$ cat src/design/tcpck_pkg.sv
// Shared types and constants for the TCP checksum unit.
// No dependencies; imported by the front, back and top-level modules.
package tcpck_pkg;

	// configuration register indexes
	localparam logic [2:0] REG_SOURCE_IP       = 3'd0;
	localparam logic [2:0] REG_DEST_IP         = 3'd1;
	localparam logic [2:0] REG_PSEUDO_RESERVED = 3'd2;
	localparam logic [2:0] REG_PROTOCOL_NUMBER = 3'd3;

	localparam logic [7:0]  PROTOCOL_RESET  = 8'd6;
	// byte offset of the checksum field inside the TCP header
	localparam logic [15:0] CSUM_FIELD_BYTE = 16'd16;

	// per-segment totals handed from front to back
	typedef struct packed {
		logic [15:0] sum;
		logic [15:0] bytes;
		logic        sat;
	} seg_total_t;

	// pseudo-header configuration
	typedef struct packed {
		logic [31:0] source_ip;
		logic [31:0] dest_ip;
		logic [7:0]  pseudo_reserved;
		logic [7:0]  protocol_number;
	} pseudo_cfg_t;

endpackage

$ cat src/design/tcpck_fifo.sv
// Small flop-based queue that decouples the front and back parts.
// No package dependencies.
module tcpck_fifo #(
	parameter int WIDTH = 33,
	parameter int DEPTH = 2
) (
	input  logic             clk,
	input  logic             arst_n,
	input  logic             wr_en,
	input  logic [WIDTH-1:0] wr_data,
	output logic             full,
	input  logic             rd_en,
	output logic [WIDTH-1:0] rd_data,
	output logic             empty
);
	localparam int AW = (DEPTH > 1) ? $clog2(DEPTH) : 1;
	localparam int CW = $clog2(DEPTH + 1);

	logic [WIDTH-1:0] mem_q [DEPTH];
	logic [AW-1:0]    wr_ptr_q;
	logic [AW-1:0]    rd_ptr_q;
	logic [CW-1:0]    count_q;
	logic             do_wr;
	logic             do_rd;

	assign full    = (count_q == CW'(DEPTH));
	assign empty   = (count_q == '0);
	assign rd_data = mem_q[rd_ptr_q];
	assign do_wr   = wr_en && !full;
	assign do_rd   = rd_en && !empty;

	// store payload
	always_ff @(posedge clk) begin
		if (do_wr) begin
			mem_q[wr_ptr_q] <= wr_data;
		end
	end

	// advance pointers and occupancy
	always_ff @(posedge clk or negedge arst_n) begin
		if (!arst_n) begin
			wr_ptr_q <= '0;
			rd_ptr_q <= '0;
			count_q  <= '0;
		end else begin
			if (do_wr) begin
				wr_ptr_q <= (wr_ptr_q == AW'(DEPTH - 1)) ? '0 : wr_ptr_q + AW'(1);
			end
			if (do_rd) begin
				rd_ptr_q <= (rd_ptr_q == AW'(DEPTH - 1)) ? '0 : rd_ptr_q + AW'(1);
			end
			if (do_wr && !do_rd) begin
				count_q <= count_q + CW'(1);
			end else if (do_rd && !do_wr) begin
				count_q <= count_q - CW'(1);
			end
		end
	end

endmodule

$ cat src/design/tcpck_front.sv
// Front part: accumulates segment words into a running ones-complement sum
// and byte count, and emits per-segment totals on the last word. Uses tcpck_pkg.
module tcpck_front import tcpck_pkg::*; (
	input  logic        clk,
	input  logic        arst_n,
	input  logic        accept,
	input  logic [15:0] segment_word,
	input  logic        last_word,
	input  logic        single_byte,
	output logic        total_push,
	output seg_total_t  total_data
);
	logic [15:0] sum_q;
	logic [15:0] count_q;
	logic        sat_q;

	logic        half;
	logic        is_csum;
	logic [15:0] word_m;
	logic [16:0] raw_sum;
	logic [15:0] new_sum;
	logic [16:0] raw_count;
	logic [15:0] new_count;
	logic        new_sat;

	// mask the word, zero the checksum field, add with end-around carry
	always_comb begin
		half      = last_word && single_byte;
		is_csum   = !sat_q && (count_q == CSUM_FIELD_BYTE);
		word_m    = half ? {segment_word[15:8], 8'h00} : segment_word;
		if (is_csum) begin
			word_m = '0;
		end
		raw_sum   = {1'b0, sum_q} + {1'b0, word_m};
		new_sum   = raw_sum[15:0] + {15'd0, raw_sum[16]};
		raw_count = {1'b0, count_q} + (half ? 17'd1 : 17'd2);
		new_count = raw_count[16] ? 16'hFFFF : raw_count[15:0];
		new_sat   = sat_q || raw_count[16];
	end

	assign total_push       = accept && last_word;
	assign total_data.sum   = new_sum;
	assign total_data.bytes = new_count;
	assign total_data.sat   = new_sat;

	// hold running state; drop it back to zero at segment end
	always_ff @(posedge clk or negedge arst_n) begin
		if (!arst_n) begin
			sum_q   <= '0;
			count_q <= '0;
			sat_q   <= 1'b0;
		end else if (accept) begin
			if (last_word) begin
				sum_q   <= '0;
				count_q <= '0;
				sat_q   <= 1'b0;
			end else begin
				sum_q   <= new_sum;
				count_q <= new_count;
				sat_q   <= new_sat;
			end
		end
	end

endmodule

$ cat src/design/tcpck_back.sv
// Back part: folds the pseudo-header into each segment total and holds the
// finished checksum as the result word. Uses tcpck_pkg.
module tcpck_back import tcpck_pkg::*; (
	input  logic        clk,
	input  logic        arst_n,
	input  pseudo_cfg_t cfg,
	input  logic        total_valid,
	input  seg_total_t  total_data,
	output logic        total_take,
	output logic        empty,
	input  logic        pop,
	output logic [15:0] checksum_value,
	output logic [15:0] segment_bytes,
	output logic        too_long
);
	logic        valid_s1;
	logic [18:0] raw_s1;
	logic [15:0] bytes_s1;
	logic        sat_s1;

	logic        valid_q;
	logic [15:0] csum_q;
	logic [15:0] bytes_q;
	logic        sat_q;

	logic        out_free;
	logic        load_s1;
	logic [18:0] raw_sum;
	logic [16:0] fold1;
	logic [15:0] fold2;

	assign out_free   = !valid_q || pop;
	assign load_s1    = total_valid && (!valid_s1 || out_free);
	assign total_take = load_s1;

	// plain sum of the segment sum and the pseudo-header words
	assign raw_sum = {3'd0, total_data.sum}
		+ {3'd0, cfg.source_ip[31:16]} + {3'd0, cfg.source_ip[15:0]}
		+ {3'd0, cfg.dest_ip[31:16]} + {3'd0, cfg.dest_ip[15:0]}
		+ {3'd0, cfg.pseudo_reserved, cfg.protocol_number}
		+ {3'd0, total_data.bytes};

	// fold carries back in twice
	assign fold1 = {1'b0, raw_s1[15:0]} + {14'd0, raw_s1[18:16]};
	assign fold2 = fold1[15:0] + {15'd0, fold1[16]};

	// advance sum stage
	always_ff @(posedge clk or negedge arst_n) begin
		if (!arst_n) begin
			valid_s1 <= 1'b0;
		end else if (load_s1) begin
			valid_s1 <= 1'b1;
		end else if (out_free) begin
			valid_s1 <= 1'b0;
		end
	end

	always_ff @(posedge clk) begin
		if (load_s1) begin
			raw_s1   <= raw_sum;
			bytes_s1 <= total_data.bytes;
			sat_s1   <= total_data.sat;
		end
	end

	// hold the result word until it is popped
	always_ff @(posedge clk or negedge arst_n) begin
		if (!arst_n) begin
			valid_q <= 1'b0;
		end else if (out_free) begin
			valid_q <= valid_s1;
		end
	end

	always_ff @(posedge clk) begin
		if (out_free && valid_s1) begin
			csum_q  <= ~fold2;
			bytes_q <= bytes_s1;
			sat_q   <= sat_s1;
		end
	end

	assign empty          = !valid_q;
	assign checksum_value = csum_q;
	assign segment_bytes  = bytes_q;
	assign too_long       = sat_q;

endmodule

$ cat src/design/tcp_checksum_with_pseudo_header_unit.sv
// TCP checksum with pseudo-header: top level, config registers and queue.
// Takes one segment word per cycle while full is low; a result word follows
// the edge that accepts the last word (queue write, then sum and fold stages).
// Throughput is one word per cycle while not full, set by the single end-around adder in front.
// Reset (arst_n low, asynchronous) clears the running sum, count and queues;
// registers return to zero except protocol_number, which returns to 6.
module tcp_checksum_with_pseudo_header_unit import tcpck_pkg::*; #(
	parameter int QUEUE_DEPTH = 2
) (
	input  logic        clk,
	input  logic        arst_n,
	input  logic        push,
	output logic        full,
	input  logic [15:0] segment_word,
	input  logic        last_word,
	input  logic        single_byte,
	output logic        empty,
	input  logic        pop,
	output logic [15:0] checksum_value,
	output logic [15:0] segment_bytes,
	output logic        too_long,
	input  logic        cfg_valid,
	output logic        cfg_ready,
	input  logic [2:0]  cfg_index,
	input  logic [31:0] cfg_data
);
	pseudo_cfg_t cfg_q;
	logic        accept;
	logic        total_push;
	seg_total_t  total_in;
	seg_total_t  total_out;
	logic        q_empty;
	logic        total_take;

	assign cfg_ready = 1'b1;
	assign accept    = push && !full;

	// write configuration registers; ignore unknown indexes
	always_ff @(posedge clk or negedge arst_n) begin
		if (!arst_n) begin
			cfg_q.source_ip       <= '0;
			cfg_q.dest_ip         <= '0;
			cfg_q.pseudo_reserved <= '0;
			cfg_q.protocol_number <= PROTOCOL_RESET;
		end else if (cfg_valid && cfg_ready) begin
			case (cfg_index)
				REG_SOURCE_IP:       cfg_q.source_ip       <= cfg_data;
				REG_DEST_IP:         cfg_q.dest_ip         <= cfg_data;
				REG_PSEUDO_RESERVED: cfg_q.pseudo_reserved <= cfg_data[7:0];
				REG_PROTOCOL_NUMBER: cfg_q.protocol_number <= cfg_data[7:0];
				default: ;
			endcase
		end
	end

	tcpck_front u_front (
		.clk          (clk),
		.arst_n       (arst_n),
		.accept       (accept),
		.segment_word (segment_word),
		.last_word    (last_word),
		.single_byte  (single_byte),
		.total_push   (total_push),
		.total_data   (total_in)
	);

	tcpck_fifo #(
		.WIDTH ($bits(seg_total_t)),
		.DEPTH (QUEUE_DEPTH)
	) u_queue (
		.clk     (clk),
		.arst_n  (arst_n),
		.wr_en   (total_push),
		.wr_data (total_in),
		.full    (full),
		.rd_en   (total_take),
		.rd_data (total_out),
		.empty   (q_empty)
	);

	tcpck_back u_back (
		.clk            (clk),
		.arst_n         (arst_n),
		.cfg            (cfg_q),
		.total_valid    (!q_empty),
		.total_data     (total_out),
		.total_take     (total_take),
		.empty          (empty),
		.pop            (pop),
		.checksum_value (checksum_value),
		.segment_bytes  (segment_bytes),
		.too_long       (too_long)
	);

endmodule

$ cat config.mk
export PLATFORM = sky130hd
export DESIGN_NAME = tcp_checksum_with_pseudo_header_unit
export DESIGN_NICKNAME = d
export VERILOG_FILES = /design/src/design/tcpck_pkg.sv /design/src/design/tcpck_fifo.sv /design/src/design/tcpck_front.sv /design/src/design/tcpck_back.sv /design/src/design/tcp_checksum_with_pseudo_header_unit.sv
export SDC_FILE = /design/constraint.sdc
export NUM_CORES = 1
export LEC_CHECK = 0
export ABC_CLOCK_PERIOD_IN_PS = 7300
export BUFFER_PORTS_ARGS = -buffer_cell sky130_fd_sc_hd__buf_2
export CORE_UTILIZATION = 48
export CTS_CLUSTER_SIZE = 12
export DETAILED_ROUTE_END_ITERATION = 10
export PLACE_DENSITY = 0.74
export REMOVE_ABC_BUFFERS = 1
export SYNTH_ARGS = -nofsm -noshare
export SYNTH_HDL_FRONTEND = slang
export SYNTH_SLANG_ARGS = --single-unit
$ cat constraint.sdc
create_clock -name clk -period 7.3 [get_ports clk]
set_input_delay 0.365 -clock clk [delete_from_list [all_inputs] [get_ports clk]]
set_output_delay 0.365 -clock clk [all_outputs]
set_load 0.01 [all_outputs]
Word level (Yosys, flattened, before mapping)

Memory sizes are Yosys's and may differ from the RTL's.
Index checks and enable logic that the tools add are counted.

Equality and inequality tests: 5
Bitwise operators: 1
Reduce and logical (&&, ||, !) cells: 28
Muxes and demuxes: 15
Add/sub/neg operators: 15

Operators by type and width:

| operator              | count |
|---|---|
| $add A19 B16 Y19      | 5 |
| $mux W16              | 4 |
| $add A16 B16 Y17      | 2 |
| $add A16 B1 Y16       | 2 |
| $add A16 B17 Y17      | 1 |
| $add A16 B3 Y17       | 1 |
| $eq A16 B5 Y1 const B | 1 |
| $not A16 Y16          | 1 |
| $logic_and A1 B1 Y1   | 10 |
| $mux W8               | 1 |
| $reduce_and A2 Y1     | 4 |
| $logic_not A1 Y1      | 7 |
| $mux W1               | 7 |
| $eq A3 B2 Y1 const B  | 2 |
| $mux W2               | 3 |
| $reduce_bool A2 Y1    | 2 |
| $eq A3 B1 Y1 const B  | 1 |
| $logic_not A3 Y1      | 1 |
| $logic_or A1 B1 Y1    | 3 |
| $add A1 B1 Y1 const B | 2 |
| $add A2 B1 Y2 const B | 1 |
| $eq A2 B2 Y1 const B  | 1 |
| $logic_not A2 Y1      | 1 |
| $sub A2 B1 Y2 const B | 1 |

Logic and storage cells: 83
Register bits: 188
Output and inout port bits: 36
Input port bits: 58
Memories kept: 1
Bits in writable memories: 66

Memories:

| memory        | depth | bits a word | read ports | clocked after Yosys merged registers in | write ports | RTL line         | RTL |
|---|---|---|---|---|---|---|---|
| u_queue.mem_q | 2     | 33          | 1          | 0                                       | 1           | tcpck_fifo.sv:19 | `logic [WIDTH-1:0] mem_q [DEPTH];` |

Depth between registers and ports, before layout

Gate-level depths: netlist (run 1).

Depth after elaboration: 9
Mapped depth: 25
Gate-level depth less buffers: 23

Modules after synthesis

From an unflattened synthesis (run 1), not the netlist that was laid out.

Cells, all modules: 1,180
Area total of the unflattened synthesis: 14,959.3 µm²

By module, submodules not included:

| module                               | times used | sequential area each (µm²) | area an instance (µm²) | cells each |
|---|---|---|---|---|
| tcpck_back                           | 1          | 2,122.0                    | 6,025.8                | 520 |
| tcpck_front                          | 1          | 825.8                      | 3,146.8                | 362 |
| tcp_checksum_with_pseudo_header_unit | 1          | 2,004.4                    | 3,056.7                | 176 |
| tcpck_fifo                           | 1          | 2,082.0                    | 2,730.1                | 122 |

Least setup slack after synthesis (run 1)

Ideal clock, no wire load.

Path kind: flip-flop to flip-flop
From: register u_queue.rd_ptr_q
To: register u_back.raw_s1[17] (data pin)
Path buffers: 2
Data required time: 7,042 ps
Slack: 1,106 ps
Arrival: 5,936 ps
Cell stages (with the launch flop): 25
Clock period less this slack: 6,194 ps
Library setup time: 258 ps
Path through: dfrtp_1 -> clkbuf_1 -> buf_1 -> mux2_2 -> ha_1 -> fa_1 -> a21o_1 -> a21oi_1 -> o21ai_0 -> nand4_1 -> nand3_1 -> o41ai_1 -> o211a_1 -> xnor2_1 -> fa_1 -> inv_1 -> fa_1 -> fa_1 -> inv_1 -> ha_1 -> or3_1 -> a211oi_1 -> o31ai_1 -> a21oi_1 -> xnor2_1

Word-level cells in the longest chain between the ends: 7

RTL lines:

| element                        | RTL line         | RTL |
|---|---|---|
| from (decl)                    | tcpck_fifo.sv:21 | `logic [AW-1:0] rd_ptr_q;` |
| from (signal assigned)         | tcpck_fifo.sv:50 | `rd_ptr_q <= (rd_ptr_q == AW'(DEPTH - 1)) ? '0 : rd_ptr_q + AW'(1);` |
| $mem_v2 Z2 W33 *               | n/a              |  |
| $add A16 B16 Y17               | tcpck_back.sv:38 | `+ {3'd0, cfg.source_ip[31:16]} + {3'd0, cfg.source_ip[15:0]}` |
| $add A19 B16 Y19               | tcpck_back.sv:38 |  |
| $add A19 B16 Y19 (2 in series) | tcpck_back.sv:39 | `+ {3'd0, cfg.dest_ip[31:16]} + {3'd0, cfg.dest_ip[15:0]}` |
| $add A19 B16 Y19               | tcpck_back.sv:40 | `+ {3'd0, cfg.pseudo_reserved, cfg.protocol_number}` |
| $add A19 B16 Y19 *             | tcpck_back.sv:41 | `+ {3'd0, total_data.bytes};` |
| net u_back.raw_sum[17]         | tcpck_back.sv:28 | `logic [18:0] raw_sum;` |
| to (signal assigned)           | tcpck_back.sv:60 | `raw_s1 <= raw_sum;` |
| to (decl)                      | tcpck_back.sv:17 | `logic [18:0] raw_s1;` |

Mark *: on every way through the listed nets, which the timed path passes. The rest lies on a longest branch.
A chain may end at the register's enable or synchronous reset.

Worst setup path in the final report (run 1)

Same ends and word-level chain as after synthesis.

==> flow_summary.yaml, run 1 <==
critical_path:
  worst_setup_path_start_kind: "flip-flop"
  cp_common_cell: "sky130_fd_sc_hd__fa_1"
  crit_buf_inv: 2
  setup_crit_start: "u_queue.rd_ptr_q"
  critical_path_peak_fanout: 12
  cp.arrival_ns: 6.78
  path_cells: "mux2_2 > ha_1 > fa_1 > a21o_1 > a21oi_1 > o21ai_0 > nand4_1 > nand3_1 > o41ai_1 > o211a_1 > xnor2_1 > fa_1 > inv_1 > fa_1 > fa_1 > inv_1 > ha_1 > or3_1 > a211oi_1 > o31ai_1 > a21oi_1 > xnor2_1"
  critPathTopFamily: "adder cells"
  slowest_delay_ns: 0.63
  critical_path_cell_count: 22
  regToRegStartpoint: "u_queue.rd_ptr_q"
  critPathRequiredTime_ns: 7.58
  r2r_end: "u_back.raw_s1[17]"
  worstSetupEndpoint: "u_back.raw_s1[17]"
  crit_path_top_delay_cell: "sky130_fd_sc_hd__dfrtp_1"
  reg2reg_depth: 22
  worst-r2r-setup-slack_ns: 0.80
  crit_type: "reg -> reg"
  kind_of_end_point_of_the_critical_path: "flip-flop"
synth:
  seq_area_frac_synth_pct: 48.64
  synth-main-ff-cell: "sky130_fd_sc_hd__edfxtp_1"
  post_synthesis_cell_area_um2: 14460
  yosys_warnings: 0
  synth_cell_type_count: 85
  synth_edf_count: 135
  syn_avg_cell_area_um2: 11.82
  synth.ff_latch_count: 254
  cells_after_synth: 1223
  synth-async-reset-ratio_pct: 46.85
place:
  gpl.final_weighted_congestion: 0.8563
  numPortBuffers: 92
  dp.final_hpwl_mm: 21.60
cells_and_area:
  nets: 1507
  final_common_cell: "sky130_fd_sc_hd__inv_1"
  layout.cells.most_common_list: "sky130_fd_sc_hd__inv_1 (143), sky130_fd_sc_hd__edfxtp_1 (135), sky130_fd_sc_hd__dfrtp_1 (117)"
  fraction_of_layout_instances_using_a_drive_strength_above_1_pct: 18.42
  multi_input_comb_area_um2: 6764
  synthToLayoutAreaGrowth_pct: 11.88
  seq_area_um2: 7034
  fillerInstances: 2546
routing:
  total_routed_wirelength_mm: 28.66
  drtIter0Drc: 564
  routed_via_density: 5.317
  avgRoutedWirePerCell_um: 16.55
  drc_errors: 0
  antenna_violating_nets_post_route: 0
  drt_pre_antenna_iters: 5
  detailroute.via_count: 9209
clock_tree:
  clk_pin_slew_ns: 0.06
  cts_buffer_depth: 3
  number_of_clock_sinks: 254
  cts-buffers-inserted: 27
  cts.htree.levels: 1
  cts_tree: "done"
  cts_root_buffer: "sky130_fd_sc_hd__clkbuf_16"
  clk_latency_ns: 0.53
timing:
  final_max_slew_viol_count: 0
  setup_total_negative_slack_ns: 0
  timing.clock.skew_ns: 0.006780
  setup_violations: 0
  rsz0062_at_grt: "false"
  timing.final.hold_violations: 0
  achievable-frequency_mhz: 153.8
  timing.slew.headroom_pct: 17.58
  final.min_clock_period_ns: 6.503
  fin_crit_sh_pct: 89.08
  worst_slew_pin_slew_ns: 1.219
global_route:
  grt_pass1_wl_mm: 47.20
  global_route.usage.total_pct: 19.35
  initial_antenna_violation_count: 0
  globalRouteOverflowTotal: 0
  largest_net_degree_at_the_start_of_global_routing: 69
  first_global_vias: 9530
flow_run:
  max-cap-violations: 0
floorplanning:
  die_y_um: 175.6
  die_area_um2: 30830
  initial_core_util_pct: 48.79
  die-width_um: 175.6
  boundaryPins: 94
  placeableCoreArea_um2: 29640
  row_count: 63
min_path:
  holdCritPathClass: "in -> reg"
  timing.hold.worst_path_depth: 3
  hold_path.startpoint: "cfg_data[8]"
outcome:
  run_status: "finished clean"
==> flip-flops by register name (all words and copies together) (netlist names) <==
signal                 cells
u_queue.rd_ptr_q           1
u_back.segment_bytes      16
u_front.sum_q             16
u_back.raw_s1             19
u_queue.wr_ptr_q           1
u_back.bytes_s1           16
u_front.count_q           16
u_back.too_long            1
u_back.checksum_value     16
u_queue.count_q            2
cfg_q                     80
u_queue.mem_q             66
u_back.valid_s1            1
u_back.valid_q             1
u_back.sat_s1              1
u_front.sat_q              1
==> cell families after synthesis <==
kind of cell             share of synthesized area, %
AO/OA/AOI/OAI                                   10.03
XOR/XNOR                                        5.356
adder cells (fa/ha/maj)                         14.60
buffers and inverters                           4.810
flip-flops                                      48.64
multiplexers                                    6.351
other                                         0.02593
AND/OR/NAND/NOR                                 10.18
==> what timing repair did <==
item / 4_1_cts / 5_1_grt
gates resized for setup: 0 / 0
hold buffers: 1 / 0
endpoints found under the hold margin: 51 / 0
buffers inserted: 0 / 0
==> worst min path at each step <==
stage | end | slack [ns]
floorplan | cfg_q[0] | 0.07
global placement | u_back.segment_bytes[10] | 0.40
detailed placement | u_back.segment_bytes[4] | 0.41
CTS | cfg_q[56] | 0.04
global route | cfg_q[61] | 0.07
finish | cfg_q[56] | 0.06
==> cell usage after synthesis, drive strengths merged (3+ instances only) <==
cell     number  share of area (%)
dfrtp       117                 20
or2           3               0.13
a41oi         3               0.18
a31oi         7               0.35
nand2        90                2.4
nor3b         5               0.26
o22a          4               0.24
nand4         8               0.39
a211oi        9               0.59
nor4          3               0.17
nor3         16               0.55
nand3b        3               0.16
a22o         18                1.1
nor2b        13               0.56
and2         20               0.87
nor2         55                1.4
nand3        31                1.1
mux2         70                5.5
a31o          5               0.30
nand4b        3               0.18
o21ai        57                2.0
a21oi        51                1.8
inv         143                3.7
ha           60                5.2
and3         11               0.51
o21a          4               0.21
nor4b         3               0.27
o41ai         3               0.18
fa           68                9.4
xnor2        56                3.6
edfxtp      135                 28
a21o         14               0.73
or3           7               0.31
buf           7               0.29
mux2i        13               0.90
clkbuf       28               0.80
a2111oi       3               0.44
nand2b       12               0.52
xor2         29                1.8
a22oi         3               0.25
o21bai        3               0.16
==> tightest hold or removal path: stages <==
cell                      delay [ns]
sky130_fd_sc_hd__buf_2          0.09
sky130_fd_sc_hd__nand2_1        0.04
sky130_fd_sc_hd__o21ai_0        0.06
==> final cells by class <==
type                       count  share of cell area [%]
timing repair buffer         104                   3.434
antenna                        1                 0.01547
multi-input combinational    791                   41.81
clock inverter                 8                  0.2475
inverter                     143                   3.318
clock buffer                  41                   4.686
sequential                   254                   43.48
tap                          390                   3.016
==> per-stage QoR <==
step           hold slack (ns)  std cells  setup WS [ns]  area [µm²]  utilization (%)
3_3_place_gp            0.4021       1681         0.9634       15370            51.85
6_report               0.06096       1732         0.7969       16180            54.59
2_1_floorplan          0.06941       1188         0.9028       14300                -
5_1_grt                0.07021       1731         0.3313       16180            54.58
3_5_place_dp            0.4054       1681         0.8269       15370            51.85
4_1_cts                0.04480       1731         0.8001       16180            54.58
==> per-layer routing <==
layer | track usage [%] | vias up | wire [µm]
li1 | - | 4442 | -
met1 | 24.77 | 4512 | 12230
met2 | 33.47 | 197 | 14190
met3 | 2.511 | 58 | 1228
met4 | 7.246 | 0 | 1005
met5 | 0 | - | 0
Power of run 1 is not shown: default switching activity piles up to over one toggle a cycle in this logic, so the estimate is an artifact.
==> inputs of run 2 (changes only) <==
--- a/config.mk
+++ b/config.mk
@@ -11,6 +11,7 @@
 export CTS_CLUSTER_SIZE = 12
 export DETAILED_ROUTE_END_ITERATION = 10
 export PLACE_DENSITY = 0.74
+export RECOVER_POWER = 25
 export REMOVE_ABC_BUFFERS = 1
 export SYNTH_ARGS = -nofsm -noshare
 export SYNTH_HDL_FRONTEND = slang
==> flow_summary.yaml, run 2 (synthesis results as in run 1) <==
floorplanning:
  die_area_um2: 30830
  boundaryPins: 94
  die-width_um: 175.6
  initial_core_util_pct: 48.79
  placeableCoreArea_um2: 29640
  row_count: 63
  die_y_um: 175.6
min_path:
  timing.hold.worst_path_depth: 3
  holdCritPathClass: "in -> reg"
routing:
  antenna_violating_nets_post_route: 0
  routed_via_density: 5.314
  drc_errors: 0
  total_routed_wirelength_mm: 28.67
  detailroute.via_count: 9204
  avgRoutedWirePerCell_um: 16.56
  drtIter0Drc: 532
  drt_pre_antenna_iters: 5
clock_tree:
  cts-buffers-inserted: 27
  clk_latency_ns: 0.53
  cts_root_buffer: "sky130_fd_sc_hd__clkbuf_16"
  cts_tree: "done"
  number_of_clock_sinks: 254
  cts.htree.levels: 1
  cts_buffer_depth: 3
  post_cts.resized_instances: 0
  clk_pin_slew_ns: 0.06
critical_path:
  reg2reg_depth: 20
  path_cells: "mux2_2 > ha_1 > a21oi_1 > o21ai_0 > o41ai_1 > o21ai_0 > o41ai_1 > o21ai_0 > a21oi_1 > xor2_1 > fa_1 > fa_1 > fa_1 > inv_1 > ha_1 > or3_1 > o21ai_0 > o31ai_1 > a21oi_1 > xnor2_1"
  kind_of_end_point_of_the_critical_path: "flip-flop"
  cp.arrival_ns: 6.78
  critPathRequiredTime_ns: 7.58
  crit_buf_inv: 1
  critical_path_cell_count: 20
  crit_path_top_delay_cell: "sky130_fd_sc_hd__dfrtp_1"
  crit_type: "reg -> reg"
  cp_common_cell: "sky130_fd_sc_hd__o21ai_0"
  critical_path_peak_fanout: 12
  worst-r2r-setup-slack_ns: 0.80
  worst_setup_path_start_kind: "flip-flop"
  critPathTopFamily: "compound AO/OA/AOI/OAI gates"
  slowest_delay_ns: 0.62
global_route:
  globalRouteOverflowTotal: 0
  global_route.usage.total_pct: 19.35
  first_global_vias: 9530
  largest_net_degree_at_the_start_of_global_routing: 69
  grt_pass1_wl_mm: 47.20
  initial_antenna_violation_count: 0
outcome:
  run_status: "finished, violations left"
  failed_checks: "max-capacitance violations, max-slew violations"
timing:
  final.min_clock_period_ns: 6.503
  setup_total_negative_slack_ns: 0
  timing.slew.headroom_pct: -89.51
  final_max_slew_viol_count: 149
  setup_violations: 0
  timing.final.hold_violations: 0
  worst_slew_pin_slew_ns: 2.843
  fin_crit_sh_pct: 89.08
  achievable-frequency_mhz: 153.8
  timing.clock.skew_ns: 0.008795
  rsz0062_at_grt: "false"
place:
  gpl.final_weighted_congestion: 0.8563
  dp.final_hpwl_mm: 21.60
  numPortBuffers: 92
  post-place-cells: 1681
cells_and_area:
  largest_reg_flops: 80
  fraction_of_layout_instances_using_a_drive_strength_above_1_pct: 17.82
  synthToLayoutAreaGrowth_pct: 11.57
  nets: 1507
  layout.cells.most_common_list: "sky130_fd_sc_hd__inv_1 (143), sky130_fd_sc_hd__edfxtp_1 (135), sky130_fd_sc_hd__dfrtp_1 (117)"
  final_common_cell: "sky130_fd_sc_hd__inv_1"
  finalCoreUtilization_pct: 54.44
  largestRegisters: "cfg_q (80), u_queue.mem_q (66), u_back.raw_s1 (19)"
  top_register: "cfg_q"
  layoutNonFillerInstCount: 1732
flow_run:
  max-cap-violations: 3
run 2: per-layer routing:
layer / track usage [%] / part of all wire, % / vias to the layer above / wire length [µm]
met3: 2.511 / 4.0 / 58 / 1136
met4: 7.246 / 3.5 / 0 / 1005
met2: 33.47 / 49 / 206 / 14180
met5: 0 / 0 / - / 0
met1: 24.77 / 43 / 4495 / 12350
li1: - / - / 4445 / -
run 2: through the flow:
step                hold slack [ns]  instance area (µm²)  setup slack (ns)
finish                      0.06016                16130            0.7972
global route                0.07021                16130            0.3313
CTS                         0.04480                16180            0.8001
detailed placement           0.4054                15370            0.8269
global placement             0.4021                15370            0.9634
floorplan                   0.06941                14300            0.9028
run 2: worst min-delay path: cells and delay by family:
kind	cells	cell delay (ns)
buffers and inverters	1	0.09
AOI/OAI and AO/OA	1	0.06
and+or+nand+nor	1	0.04
run 2: what timing repair did:
item	in CTS	in global routing
buffers inserted	0	0
setup endpoints to repair	0	0
hold buffers	1	0
hold endpoints to repair	51	0
run 2: worst paths after layout:
check                                   startpoint                 endpoint
worst max-delay path              u_queue.rd_ptr_q        u_back.raw_s1[17]
worst min-delay path                   cfg_data[8]                cfg_q[56]
worst max register to register    u_queue.rd_ptr_q        u_back.raw_s1[17]
worst min register to register  u_back.bytes_s1[1]  u_back.segment_bytes[1]
max in group asynchronous                   arst_n                cfg_q[33]
min in group asynchronous                   arst_n                cfg_q[29]
run 2: layout make-up:
type | instances | area [µm²]
tap | 390 | 488.0
antenna | 1 | 2.502
multi-input combinational | 791 | 6734
inverter | 143 | 536.8
fill | 2553 | 13500
timing repair buffer | 104 | 540.5
clock buffer | 41 | 758.2
clock inverter | 8 | 40.04
sequential | 254 | 7034
Power of run 2 is left out for the same reason.
==> inputs of run 3 (changes only) <==
--- a/config.mk
+++ b/config.mk
@@ -5,12 +5,13 @@
 export SDC_FILE = /design/constraint.sdc
 export NUM_CORES = 1
 export LEC_CHECK = 0
-export ABC_CLOCK_PERIOD_IN_PS = 7300
+export ABC_AREA = 1
+export ABC_CLOCK_PERIOD_IN_PS = 7700
 export BUFFER_PORTS_ARGS = -buffer_cell sky130_fd_sc_hd__buf_2
 export CORE_UTILIZATION = 48
 export CTS_CLUSTER_SIZE = 12
 export DETAILED_ROUTE_END_ITERATION = 10
-export PLACE_DENSITY = 0.74
+export PLACE_DENSITY = 0.73
 export RECOVER_POWER = 25
 export REMOVE_ABC_BUFFERS = 1
 export SYNTH_ARGS = -nofsm -noshare
==> constraint.sdc (replaced) <==
create_clock -name clk -period 7.7 [get_ports clk]
set_input_delay 0.385 -clock clk [delete_from_list [all_inputs] [get_ports clk]]
set_output_delay 0.385 -clock clk [all_outputs]
set_load 0.01 [all_outputs]
==> flow_summary.yaml, run 3 <==
cells_and_area:
  largestRegisters: "cfg_q (80), u_queue.mem_q (66), u_back.raw_s1 (19)"
  finalCoreUtilization_pct: 54.64
  diodes: 0
  largest_reg_flops: 80
  layout.cells.most_common_list: "sky130_fd_sc_hd__nand2_1 (363), sky130_fd_sc_hd__inv_1 (317), sky130_fd_sc_hd__edfxtp_1 (135)"
  fraction_of_layout_instances_using_a_drive_strength_above_1_pct: 11.12
  synthToLayoutAreaGrowth_pct: 12.04
  fillerInstances: 2737
  nets: 1909
  top_register: "cfg_q"
  final_common_cell: "sky130_fd_sc_hd__nand2_1"
clock_tree:
  cts_buffer_depth: 3
  cts-buffers-inserted: 27
  clk_latency_ns: 0.54
  clk_pin_slew_ns: 0.06
  post_cts.repair.setup_buffers: 0
  cts_tree: "done"
  post_cts.resized_instances: 0
  cts_hold_buf: 1
  number_of_clock_sinks: 254
  cts.htree.levels: 1
  cts_root_buffer: "sky130_fd_sc_hd__clkbuf_16"
place:
  dp.final_hpwl_mm: 25.22
  gpl.final_weighted_congestion: 0.9394
  numPortBuffers: 92
  post-place-ws_ns: 1.791
floorplanning:
  die_area_um2: 31710
  placeableCoreArea_um2: 30510
  die-width_um: 178.1
  boundaryPins: 94
  initial_core_util_pct: 48.77
  die_y_um: 178.1
  row_count: 64
routing:
  drt_pre_antenna_iters: 5
  total_routed_wirelength_mm: 32.59
  routed_via_density: 5.028
  drtIter0Drc: 775
  drc_errors: 0
  detailroute.via_count: 10760
  avgRoutedWirePerCell_um: 15.23
  antenna_violating_nets_post_route: 0
synth:
  synth_most_common_cell: "sky130_fd_sc_hd__nand2_1"
  synth.ff_latch_count: 254
  cells_after_synth: 1618
  yosys_warnings: 0
  synth_top_cell_area_share_pct: 27.25
  synth_edf_count: 135
  dominant_cells_by_area_after_synthesis: "sky130_fd_sc_hd__edfxtp_1 (27%), sky130_fd_sc_hd__dfrtp_1 (20%), sky130_fd_sc_hd__nand2_1 (9.2%)"
  seq_area_frac_synth_pct: 47.28
  synth_cell_type_count: 46
  syn_avg_cell_area_um2: 9.196
  synth-main-ff-cell: "sky130_fd_sc_hd__edfxtp_1"
  synth.cells.most_frequent: "sky130_fd_sc_hd__nand2_1 (363), sky130_fd_sc_hd__inv_1 (317), sky130_fd_sc_hd__edfxtp_1 (135)"
  synth-async-reset-ratio_pct: 46.85
  post_synthesis_cell_area_um2: 14880
  netlist.top_cell.by_area: "sky130_fd_sc_hd__edfxtp_1"
timing:
  timing.slew.headroom_pct: -119.2
  final.min_clock_period_ns: 5.971
  rsz0062_at_grt: "false"
  timing.clock.skew_ns: 0.01075
  final_max_slew_viol_count: 92
  worst_slew_pin_slew_ns: 3.288
  timing.final.hold_violations: 0
  achievable-frequency_mhz: 167.5
  setup_violations: 0
  final.hold.worst_slack_ns: 0.05180
  fin_crit_sh_pct: 77.55
  post-route-worst-setup-slack_ns: 1.729
  setup_total_negative_slack_ns: 0
min_path:
  holdCritPathClass: "in -> reg"
  hold_path.startpoint: "pop"
  timing.hold.worst_path_depth: 2
  worst_hold_path.endpoint: "u_back.valid_q"
global_route:
  first_global_vias: 10890
  largest_net_degree_at_the_start_of_global_routing: 64
  initial_antenna_violation_count: 0
  grt_pass1_wl_mm: 53.25
  globalRouteOverflowTotal: 0
  global_route.usage.total_pct: 21.44
outcome:
  run_status: "finished, violations left"
  failed_checks: "max-capacitance violations, max-slew violations"
critical_path:
  slowest_delay_ns: 0.54
  crit_path_top_delay_cell: "sky130_fd_sc_hd__fa_1"
  regToRegStartpoint: "u_queue.rd_ptr_q"
  critical_path_peak_fanout: 19
  cp.arrival_ns: 6.25
  r2r_end: "u_back.raw_s1[15]"
  crit_type: "reg -> reg"
  worst-r2r-setup-slack_ns: 1.73
  reg2reg_depth: 25
  critPathTopFamily: "adder cells"
  crit_buf_inv: 4
  critPathRequiredTime_ns: 7.98
  worst_setup_path_start_kind: "flip-flop"
  kind_of_end_point_of_the_critical_path: "flip-flop"
flow_run:
  max-cap-violations: 2
-- run 3: cell count changes in the layout (fill, tap and decap cells not counted), sizes merged, moves of 40 or more --
cell / before / now
o21ai: 57 / 130
xnor2: 56 / 16
nand2: 90 / 369
nand3: 31 / 87
inv: 143 / 322
mux2: 70 / 0
-- run 3: metal layers --
layer	part of all wire [%]	wire length [µm]	global-route usage (%)	vias up
met3	3.8	1240	2.494	73
met4	3.6	1160	8.689	0
met5	0	0	0	-
li1	-	-	-	5371
met1	42	13770	26.32	5072
met2	50	16410	38.21	243
-- run 3: cells by family after synthesis --
kind of cell / share of synthesized area, %
flops: 47.28
xor+xnor: 4.095
buf+inv: 8.880
fa+ha+maj: 14.19
other cells: 0.02520
simple gates: 18.25
compound gates: 7.282
-- run 3: worst register-to-register path: stages (launching register included) --
cell	delay [ns]
sky130_fd_sc_hd__dfrtp_1	0.37
sky130_fd_sc_hd__inv_1	0.31
sky130_fd_sc_hd__buf_4	0.31
sky130_fd_sc_hd__nand2_1	0.07
sky130_fd_sc_hd__nand2_1	0.06
sky130_fd_sc_hd__ha_1	0.29
sky130_fd_sc_hd__a21oi_1	0.18
sky130_fd_sc_hd__o21ai_0	0.10
sky130_fd_sc_hd__a21oi_1	0.31
sky130_fd_sc_hd__o21ai_0	0.19
sky130_fd_sc_hd__a21boi_0	0.30
sky130_fd_sc_hd__o21ai_0	0.16
sky130_fd_sc_hd__nor2_1	0.11
sky130_fd_sc_hd__nor2_1	0.07
sky130_fd_sc_hd__fa_1	0.49
sky130_fd_sc_hd__inv_1	0.06
sky130_fd_sc_hd__fa_1	0.50
sky130_fd_sc_hd__fa_1	0.54
sky130_fd_sc_hd__inv_1	0.04
sky130_fd_sc_hd__ha_1	0.36
sky130_fd_sc_hd__nand2_1	0.10
sky130_fd_sc_hd__nor2_1	0.17
sky130_fd_sc_hd__nand3_1	0.10
sky130_fd_sc_hd__o2111ai_1	0.18
sky130_fd_sc_hd__a31oi_1	0.16
sky130_fd_sc_hd__xor2_1	0.16
-- run 3: worst max path at each step --
stage                          start                 to  cells past startpoint
finish              u_queue.rd_ptr_q  u_back.raw_s1[15]                     25
global placement    u_queue.rd_ptr_q  u_back.raw_s1[17]                     25
floorplan           u_queue.rd_ptr_q  u_back.raw_s1[17]                     23
global route        u_queue.rd_ptr_q  u_back.raw_s1[15]                     25
CTS                 u_queue.rd_ptr_q  u_back.raw_s1[17]                     25
detailed placement  u_queue.rd_ptr_q  u_back.raw_s1[17]                     25
-- run 3: layout make-up --
cell class	count	area, µm²	share of cell area [%]
Clock buffer	44	814.5	4.886
Tap cell	396	495.5	2.972
Timing Repair Buffer	104	541.8	3.250
Clock inverter	6	36.28	0.2177
Inverter	322	1209	7.250
Sequential cell	254	7034	42.19
Multi-Input combinational cell	1014	6540	39.23
-- run 3: through the flow --
step / std cells / cell area (µm²)
after CTS: 2140 / 16690
after detailed placement: 2089 / 15830
after global placement: 2089 / 15830
after floorplan: 1590 / 14770
final: 2140 / 16670
after global routing: 2140 / 16670
Power of run 3 is left out for the same reason.
